`src/sv/qpe_pkg.sv`:
```
`timescale 1ns / 1ps
`default_nettype none

package qpe_pkg;

   // Queue depth between classifier and emitter
   localparam int QPE_QUEUE_DEPTH = 4;

   // Soft break length after reset
   localparam logic [6:0] QPE_LIMIT_RESET = 7'd72;

   // Character codes
   localparam logic [7:0] CH_TAB   = 8'h09;
   localparam logic [7:0] CH_LF    = 8'h0A;
   localparam logic [7:0] CH_CR    = 8'h0D;
   localparam logic [7:0] CH_SP    = 8'h20;
   localparam logic [7:0] CH_FIRST = 8'h21;
   localparam logic [7:0] CH_DOT   = 8'h2E;
   localparam logic [7:0] CH_EQ    = 8'h3D;
   localparam logic [7:0] CH_LAST  = 8'h7E;

   // How one byte is to be written out
   typedef enum logic [1:0] {
      KIND_LF,
      KIND_LIT,
      KIND_ESC
   } kind_type;

   // One queued command: up to two bytes to encode plus an optional flush
   typedef struct packed {
      logic [7:0] a_byte;
      kind_type   a_kind;
      logic       b_valid;
      logic [7:0] b_byte;
      kind_type   b_kind;
      logic       fin;
   } cmd_type;

   // Emitter states; each state but ST_IDLE outputs one byte
   typedef enum logic [3:0] {
      ST_IDLE,
      ST_DOT,
      ST_LIT,
      ST_EQ,
      ST_HI,
      ST_LO,
      ST_SBEQ,
      ST_CR,
      ST_LF
   } st_type;

   typedef enum logic [1:0] {
      PH_A,
      PH_B,
      PH_FLUSH
   } phase_type;

   // ws_ok: tab and space may pass literally (next byte is not LF)
   function automatic kind_type classify(input logic [7:0] d, input logic ws_ok);
      kind_type k;
      if (d == CH_LF) begin
         k = KIND_LF;
      end else if ((d >= CH_FIRST && d <= CH_LAST && d != CH_EQ) ||
                   ((d == CH_TAB || d == CH_SP) && ws_ok)) begin
         k = KIND_LIT;
      end else begin
         k = KIND_ESC;
      end
      return k;
   endfunction

   // Upper-case hex digit
   function automatic logic [7:0] hex_char(input logic [3:0] n);
      logic [7:0] c;
      if (n < 4'd10) begin
         c = 8'h30 + {4'h0, n};
      end else begin
         c = 8'h37 + {4'h0, n};
      end
      return c;
   endfunction

   // First emitter state for a byte, given the current line length
   function automatic st_type start_state(input kind_type k, input logic [7:0] d,
                                          input logic [6:0] line);
      st_type s;
      unique case (k)
         KIND_LF:  s = ST_CR;
         KIND_LIT: s = (line == 7'd0 && d == CH_DOT) ? ST_DOT : ST_LIT;
         KIND_ESC: s = ST_EQ;
         default:  s = ST_EQ;
      endcase
      return s;
   endfunction

endpackage

`default_nettype wire

```
`src/sv/qpe_fifo.sv`:
```
`timescale 1ns / 1ps
`default_nettype none

module qpe_fifo #(
   parameter int Depth = qpe_pkg::QPE_QUEUE_DEPTH
) (
   input  wire              clock,
   input  wire              reset,
   input  wire              push,
   input  qpe_pkg::cmd_type push_cmd,
   output logic             full,
   input  wire              pop,
   output logic             head_valid,
   output qpe_pkg::cmd_type head_cmd
);
   import qpe_pkg::*;

   localparam int PtrW = (Depth > 1) ? $clog2(Depth) : 1;
   localparam int CntW = $clog2(Depth + 1);

   cmd_type           slot_ff [Depth];
   logic [PtrW-1:0]   wr_ptr_ff, wr_ptr_in;
   logic [PtrW-1:0]   rd_ptr_ff, rd_ptr_in;
   logic [CntW-1:0]   count_ff,  count_in;

   assign full       = (count_ff == CntW'(Depth));
   assign head_valid = (count_ff != '0);
   assign head_cmd   = slot_ff[rd_ptr_ff];

   // Pointer and fill count update
   always_comb begin
      wr_ptr_in = wr_ptr_ff;
      rd_ptr_in = rd_ptr_ff;
      count_in  = count_ff;
      if (push) begin
         wr_ptr_in = (wr_ptr_ff == PtrW'(Depth - 1)) ? '0 : wr_ptr_ff + 1'b1;
      end
      if (pop) begin
         rd_ptr_in = (rd_ptr_ff == PtrW'(Depth - 1)) ? '0 : rd_ptr_ff + 1'b1;
      end
      if (push && !pop) begin
         count_in = count_ff + 1'b1;
      end else if (pop && !push) begin
         count_in = count_ff - 1'b1;
      end
   end

   always_ff @(posedge clock) begin
      if (reset) begin
         wr_ptr_ff <= '0;
         rd_ptr_ff <= '0;
         count_ff  <= '0;
      end else begin
         wr_ptr_ff <= wr_ptr_in;
         rd_ptr_ff <= rd_ptr_in;
         count_ff  <= count_in;
      end
   end

   // Slot storage
   always_ff @(posedge clock) begin
      if (push) begin
         slot_ff[wr_ptr_ff] <= push_cmd;
      end
   end

   a_no_overflow: assert property (@(posedge clock) disable iff (reset)
      push |-> (!full || pop))
      else $error("queue written while full");

   a_no_underflow: assert property (@(posedge clock) disable iff (reset)
      pop |-> head_valid)
      else $error("queue read while empty");

   a_count_bound: assert property (@(posedge clock) disable iff (reset)
      count_ff <= CntW'(Depth))
      else $error("queue fill count out of range");

endmodule

`default_nettype wire

```
`src/sv/qpe_front.sv`:
```
`timescale 1ns / 1ps
`default_nettype none

module qpe_front (
   input  wire              clock,
   input  wire              reset,
   input  wire              req_tvalid,
   output logic             req_tready,
   input  wire  [7:0]       req_tdata,
   input  wire              req_tlast,
   input  wire              q_full,
   output logic             q_push,
   output qpe_pkg::cmd_type q_cmd
);
   import qpe_pkg::*;

   logic [7:0] held_byte_ff;
   logic       held_valid_ff, held_valid_in;
   logic       accept;
   logic       crlf_pair;

   assign req_tready = !q_full;
   assign accept     = req_tvalid && req_tready;
   assign crlf_pair  = held_valid_ff && (held_byte_ff == CH_CR) && (req_tdata == CH_LF);

   // An item causes output once something is held or it ends the message
   assign q_push = accept && (held_valid_ff || req_tlast);

   // Classify the held byte (with lookahead) and, on the last byte, the new one
   always_comb begin
      q_cmd.fin     = req_tlast;
      q_cmd.b_valid = 1'b0;
      q_cmd.b_byte  = req_tdata;
      q_cmd.b_kind  = classify(req_tdata, 1'b1);
      if (crlf_pair) begin
         q_cmd.a_byte = CH_LF;
         q_cmd.a_kind = KIND_LF;
      end else if (held_valid_ff) begin
         q_cmd.a_byte  = held_byte_ff;
         q_cmd.a_kind  = classify(held_byte_ff, req_tdata != CH_LF);
         q_cmd.b_valid = req_tlast;
      end else begin
         q_cmd.a_byte = req_tdata;
         q_cmd.a_kind = classify(req_tdata, 1'b1);
      end
   end

   // Lookahead holding register
   assign held_valid_in = accept ? (!req_tlast && !crlf_pair) : held_valid_ff;

   always_ff @(posedge clock) begin
      if (reset) begin
         held_valid_ff <= 1'b0;
      end else begin
         held_valid_ff <= held_valid_in;
      end
   end

   always_ff @(posedge clock) begin
      if (accept) begin
         held_byte_ff <= req_tdata;
      end
   end

endmodule

`default_nettype wire

```
`src/sv/qpe_back.sv`:
```
`timescale 1ns / 1ps
`default_nettype none

module qpe_back (
   input  wire              clock,
   input  wire              reset,
   input  wire  [6:0]       limit,
   input  wire              q_valid,
   input  qpe_pkg::cmd_type q_head,
   output logic             q_pop,
   output logic             rsp_tvalid,
   input  wire              rsp_tready,
   output logic [7:0]       rsp_tdata,
   output logic             rsp_tlast
);
   import qpe_pkg::*;

   st_type     state_ff, state_in;
   phase_type  phase_ff, phase_in;
   cmd_type    cmd_ff,   cmd_in;
   logic [6:0] line_ff,  line_in;
   logic       rsp_valid_ff;
   logic [7:0] rsp_data_ff;
   logic       rsp_last_ff;
   logic       emit;
   logic       step_done;
   logic [7:0] cur_byte;
   logic [7:0] out_byte;

   assign emit     = (state_ff != ST_IDLE) && (!rsp_valid_ff || rsp_tready);
   assign cur_byte = (phase_ff == PH_B) ? cmd_ff.b_byte : cmd_ff.a_byte;

   // Next state: sequence bytes, track line length, load next command
   always_comb begin
      logic [7:0] len;
      logic       op_end;
      len       = {1'b0, line_ff} + 8'd1;
      op_end    = 1'b0;
      step_done = 1'b0;
      q_pop     = 1'b0;
      state_in  = state_ff;
      phase_in  = phase_ff;
      cmd_in    = cmd_ff;
      line_in   = line_ff;
      if (emit) begin
         unique case (state_ff)
            ST_DOT: state_in = ST_LIT;
            ST_LIT, ST_LO: begin
               len = {1'b0, line_ff} + ((state_ff == ST_LO) ? 8'd3 : 8'd1);
               if (len >= {1'b0, limit}) begin
                  state_in = ST_SBEQ;
                  line_in  = 7'd0;
               end else begin
                  line_in = len[6:0];
                  op_end  = 1'b1;
               end
            end
            ST_EQ:   state_in = ST_HI;
            ST_HI:   state_in = ST_LO;
            ST_SBEQ: state_in = ST_CR;
            ST_CR:   state_in = ST_LF;
            ST_LF: begin
               line_in = 7'd0;
               op_end  = 1'b1;
            end
            default: state_in = ST_IDLE;
         endcase
         if (op_end) begin
            priority if (phase_ff == PH_A && cmd_ff.b_valid) begin
               phase_in = PH_B;
               state_in = start_state(cmd_ff.b_kind, cmd_ff.b_byte, line_in);
            end else if (phase_ff != PH_FLUSH && cmd_ff.fin && line_in != 7'd0) begin
               phase_in = PH_FLUSH;
               state_in = ST_CR;
            end else begin
               step_done = 1'b1;
               state_in  = ST_IDLE;
            end
         end
      end
      if ((state_ff == ST_IDLE || step_done) && q_valid) begin
         q_pop    = 1'b1;
         cmd_in   = q_head;
         phase_in = PH_A;
         state_in = start_state(q_head.a_kind, q_head.a_byte, line_in);
      end
   end

   // Output byte for the current state
   always_comb begin
      unique case (state_ff)
         ST_DOT:  out_byte = CH_DOT;
         ST_LIT:  out_byte = cur_byte;
         ST_EQ:   out_byte = CH_EQ;
         ST_HI:   out_byte = hex_char(cur_byte[7:4]);
         ST_LO:   out_byte = hex_char(cur_byte[3:0]);
         ST_SBEQ: out_byte = CH_EQ;
         ST_CR:   out_byte = CH_CR;
         ST_LF:   out_byte = CH_LF;
         default: out_byte = 8'h00;
      endcase
   end

   always_ff @(posedge clock) begin
      if (reset) begin
         state_ff     <= ST_IDLE;
         phase_ff     <= PH_A;
         line_ff      <= 7'd0;
         rsp_valid_ff <= 1'b0;
      end else begin
         state_ff <= state_in;
         phase_ff <= phase_in;
         line_ff  <= line_in;
         if (emit) begin
            rsp_valid_ff <= 1'b1;
         end else if (rsp_tready) begin
            rsp_valid_ff <= 1'b0;
         end
      end
   end

   // Command and output payload registers
   always_ff @(posedge clock) begin
      cmd_ff <= cmd_in;
      if (emit) begin
         rsp_data_ff <= out_byte;
         rsp_last_ff <= step_done;
      end
   end

   assign rsp_tvalid = rsp_valid_ff;
   assign rsp_tdata  = rsp_data_ff;
   assign rsp_tlast  = rsp_last_ff;

   a_line_cleared: assert property (@(posedge clock) disable iff (reset)
      (emit && state_ff == ST_LF) |=> (line_ff == 7'd0))
      else $error("line length not cleared after line end");

   a_load_when_free: assert property (@(posedge clock) disable iff (reset)
      q_pop |-> (state_ff == ST_IDLE || step_done))
      else $error("command loaded while previous one still running");

   a_no_emit_idle: assert property (@(posedge clock) disable iff (reset)
      (state_ff == ST_IDLE) |-> !step_done)
      else $error("transfer end flagged with nothing running");

endmodule

`default_nettype wire

```
`src/sv/quoted_printable_encoder.sv`:
```
// Path: an item that yields output reaches rsp through the queue write at its transfer, then
// the command load into the emitter, then the output register; a busy emitter or a stalled rsp delays it.
// Throughput: one encoded byte per cycle while rsp_tready does not stall the output; an item
// yields up to 12 encoded bytes; an escaped byte yields 3 bytes.
// Reset: synchronous; drops any held byte, clears line length, queue and output valid, and
// loads the soft break length with 72.
`timescale 1ns / 1ps
`default_nettype none

module quoted_printable_encoder #(
   parameter int QueueDepth = qpe_pkg::QPE_QUEUE_DEPTH
) (
   input  wire        clock,
   input  wire        reset,
   input  wire        req_tvalid,
   output logic       req_tready,
   input  wire  [7:0] req_tdata,     // [7:0] in_byte
   input  wire        req_tlast,     // final_byte
   output logic       rsp_tvalid,
   input  wire        rsp_tready,
   output logic [7:0] rsp_tdata,     // [7:0] out_byte
   output logic       rsp_tlast,     // run_end
   input  wire        csr_wr_en,
   input  wire  [6:0] csr_wr_data    // soft_break_length
);
   import qpe_pkg::*;

   logic [6:0] limit_ff;
   logic       q_full;
   logic       q_push;
   logic       q_pop;
   logic       q_valid;
   cmd_type    q_cmd;
   cmd_type    q_head;

   // Soft break length register
   always_ff @(posedge clock) begin
      if (reset) begin
         limit_ff <= QPE_LIMIT_RESET;
      end else if (csr_wr_en) begin
         limit_ff <= csr_wr_data;
      end
   end

   qpe_front u_front (
      .clock      (clock),
      .reset      (reset),
      .req_tvalid (req_tvalid),
      .req_tready (req_tready),
      .req_tdata  (req_tdata),
      .req_tlast  (req_tlast),
      .q_full     (q_full),
      .q_push     (q_push),
      .q_cmd      (q_cmd)
   );

   qpe_fifo #(
      .Depth (QueueDepth)
   ) u_fifo (
      .clock      (clock),
      .reset      (reset),
      .push       (q_push),
      .push_cmd   (q_cmd),
      .full       (q_full),
      .pop        (q_pop),
      .head_valid (q_valid),
      .head_cmd   (q_head)
   );

   qpe_back u_back (
      .clock      (clock),
      .reset      (reset),
      .limit      (limit_ff),
      .q_valid    (q_valid),
      .q_head     (q_head),
      .q_pop      (q_pop),
      .rsp_tvalid (rsp_tvalid),
      .rsp_tready (rsp_tready),
      .rsp_tdata  (rsp_tdata),
      .rsp_tlast  (rsp_tlast)
   );

endmodule

`default_nettype wire
```
`config.mk`:
```
export PLATFORM = sky130hd
export DESIGN_NAME = quoted_printable_encoder
export DESIGN_NICKNAME = d
export VERILOG_FILES = /design/src/sv/qpe_pkg.sv /design/src/sv/qpe_fifo.sv /design/src/sv/qpe_front.sv /design/src/sv/qpe_back.sv /design/src/sv/quoted_printable_encoder.sv
export SDC_FILE = /design/constraint.sdc
export NUM_CORES = 1
export LEC_CHECK = 0
export ABC_AREA = 0
export BUFFER_PORTS_ARGS = -buffer_cell sky130_fd_sc_hd__buf_2
export CAP_MARGIN = 20
export CORE_ASPECT_RATIO = 0.5
export CORE_MARGIN = 2
export CORE_UTILIZATION = 66
export CTS_CLUSTER_DIAMETER = 60
export DETAILED_ROUTE_END_ITERATION = 12
export PLACE_DENSITY = 0.85
export SYNTH_ARGS = -nofsm -noshare
export SYNTH_HDL_FRONTEND = slang
export SYNTH_SLANG_ARGS = --single-unit
```
`constraint.sdc`:
```
create_clock -name clock -period 6.6 [get_ports clock]
set_input_delay 1.32 -clock clock [delete_from_list [all_inputs] [get_ports clock]]
set_output_delay 1.32 -clock clock [all_outputs]
set_load 0.05 [all_outputs]
```
==> out/results.ini <==
[floorplanning]
coreArea_sq_um=10800
rows=27
start_util=0.670
top_level_ports=32
die_area_sq_um=11900
die_h_um=78.2
die_w_um=152

[setup_path]
worst-path-max-fanout=21
critPathTopFamily=compound AO/OA/AOI/OAI gates
cp-end-kind=flop
crit_path_max_incr_delay_ns=0.76
required_ns=6.94
worstSetupPathType=reg2reg
r2r_setup_slack_ns=1.64
path_cells=and4bb_1 > ha_1 > a21oi_2 > nor2_1 > xnor2_1 > ha_1 > a211oi_1 > nand2_1 > o221ai_1 > o2111ai_2 > o211ai_4 > o21ai_4 > inv_1 > ha_1 > inv_1 > fa_1 > xor2_1 > or3_1 > a21oi_1
cpMaxStageDelayCell=dfxtp_1
arrival_ns=5.30
crit_buf_inv=2
crit_path_frequent_cell=ha_1
startpoint_type=flop

[placement]
io_buffers=31
dp_hpwl_um=9770
dp_slack_ns=1.79
place_congestion=0.998

[clock_network]
cts_buffer_depth=2
clockRootBuffer=clkbuf_16
cts_setup_buffers=0
clock_latency_ns=0.42
tritoncts=done
cts_sinks=156
h-tree-depth=4
clk_pin_slew_ns=0.06
cts-resized-gates=0
hold_buffers=0
cts_made_buffers=17

[cells_and_area]
area_growth_pct=12.2
fin_nets=615
post-route-util=0.752
final_common_cell=edfxtp_1
final_cell_mix=edfxtp_1 (125), nor2_1 (51), nand2_1 (31), dfxtp_1 (31), buf_2 (31)
diodes=0
drive_above_1_share=0.178

[route]
viasPerCell=6.48
drcViolationCount=0
drt-pass1-iter-count=5
wire_per_inst_um=21.9
vias=4757
ant_nets=0
dr.first_iter.drc_count=559
routed_wl_um=16100

[sta]
hold-worst-slack_ns=0.500
slew_headroom=0.365
fmax_ghz=0.202
setup_ws_ns=1.64
final.period_utilization=0.751
tightestPinTransition_ns=0.949
setup_viol=0
grt_setup_unrepaired=false
fin_tns_setup_ns=0
finClkSkew_ns=0.00893
period_needed_ns=4.96
hold_violations=0
slew_violations=0

[synthesis]
synth_top_cell_by_area=edfxtp_1
ys_seq_area_frac=0.602
synth_warnings=0
avgSynthCellArea_sq_um=13.4
netlist.area_leader.share=0.516
synth_edf_count=125
synthFlopType=edfxtp_1
synth-async-reset-ratio=0
synthCells=543
synth_nets=582
ys_types=70
netlist_area_sq_um=7270
synth-seq-cells=156
yosys-top-cells-area=edfxtp_1 (52%), dfxtp_1 (8.5%), mux4_2 (5.0%)

[global_routing]
busiest_layer=met2
grt_use_total=0.270
antenna_found_initial=0
grt_pass1_wl_um=24200
grt.overflow.total=0
grt_max_degree=30
use_met1=0.362
grt_pass1_vias=4566
met2_usage=0.432
met3_usage=0.0618

[hold_path]
hold_class=reg2reg

[run]
maxCapViolCount=0

[power]
worst_ir_drop_vdd_v=0.000195
power.density_nw_per_um2=414
leakage_nw=2.87

[status]
outcome=finished clean

-- state kept, by name, summed over array words and instances (netlist names), named ones only --
name                   cells
u_fifo.slot_ff            88
u_back.cmd_ff             20
u_back.rsp_tdata           8
u_front.held_byte_ff       8
limit_ff                   7
u_back.line_ff             7
u_back.state_ff            4
u_fifo.count_ff            3
u_back.phase_ff            2
u_fifo.rd_ptr_ff           2
u_fifo.wr_ptr_ff           2
u_back.rsp_tlast           1
u_back.rsp_tvalid          1
u_front.held_valid_ff      1
-- power breakdown --
part	internal (mW)	switching (mW)	total [mW]	leakage, nW
combinational	0.366	0.664	1.03	1.19
sequential	1.29	0.121	1.41	1.41
clock	0.525	0.408	0.933	0.275
-- cells by family after synthesis --
kind of cell / count (synthesis) / synth area share
and+or+nand+nor: 162 / 0.120
DFF: 156 / 0.602
AOI/OAI and AO/OA: 97 / 0.0924
buffers and inverters: 50 / 0.0301
muxes: 50 / 0.111
adders and majority gates: 18 / 0.0331
xor gates and xnor gates: 10 / 0.0121
-- worst register-to-register path, cell delays in order, from the launching register on --
cell and delay [ns]:
dfxtp_1 0.76, and4bb_1 0.45, ha_1 0.31, a21oi_2 0.21, nor2_1 0.14, xnor2_1 0.21, ha_1 0.29, a211oi_1 0.22
nand2_1 0.10, o221ai_1 0.37, o2111ai_2 0.21, o211ai_4 0.17, o21ai_4 0.09, inv_1 0.08, ha_1 0.18, inv_1 0.06
fa_1 0.38, xor2_1 0.18, or3_1 0.32, a21oi_1 0.15
-- synthesized netlist by cell type, drive strengths merged (7+ instances only) --
cell type    n
nor2b        7
nand2b      14
ha          16
nand2       31
clkbuf      10
o211ai       7
dfxtp       31
mux2i       23
a21oi       24
buf         14
edfxtp     125
nor3        10
o21ai       21
mux4        22
nor2        51
xnor2        7
inv         26
nand3        8
-- final timing paths --
| path | startpoint | endpoint | depth (start not counted) |
|---|---|---|---|
| worst min-delay path | limit_ff[2]$_SDFFE_PP0P_ | limit_ff[2]$_SDFFE_PP0P_ | 2 |
| worst max register to register | u_back.state_ff[0]$_SDFFE_PP0P_ | u_fifo.count_ff[2]$_SDFFE_PP0P_ | 19 |
| worst min register to register | limit_ff[2]$_SDFFE_PP0P_ | limit_ff[2]$_SDFFE_PP0P_ | 2 |
| worst max-delay path | u_back.state_ff[0]$_SDFFE_PP0P_ | u_fifo.count_ff[2]$_SDFFE_PP0P_ | 19 |
-- per-stage QoR --
stage / cell area, sq um / power (mW) / cells
6_report: 8150 / 3.37 / 734
5_1_grt: 8150 / 3.52 / 734
4_1_cts: 8070 / 3.35 / 730
3_5_place_dp: 7510 / 2.41 / 698
3_3_place_gp: 7510 / 2.37 / 698
2_1_floorplan: 7270 / 2.17 / 543
-- metal layers --
metal	part of all wire	wire [um]
met5	0	0
met4	0.023	369
met1	0.43	6920
met3	0.076	1230
met2	0.47	7570
-- area by class of cell --
class,count,area [sq um]
sequential,156,4370
fill,649,2690
multi-input combinational,337,2680
clock buffer,17,425
timing repair buffer,38,263
tap,145,181
clock inverter,15,136
inverter,26,97.6
No activity file was read; power rests on OpenSTA's default activity.
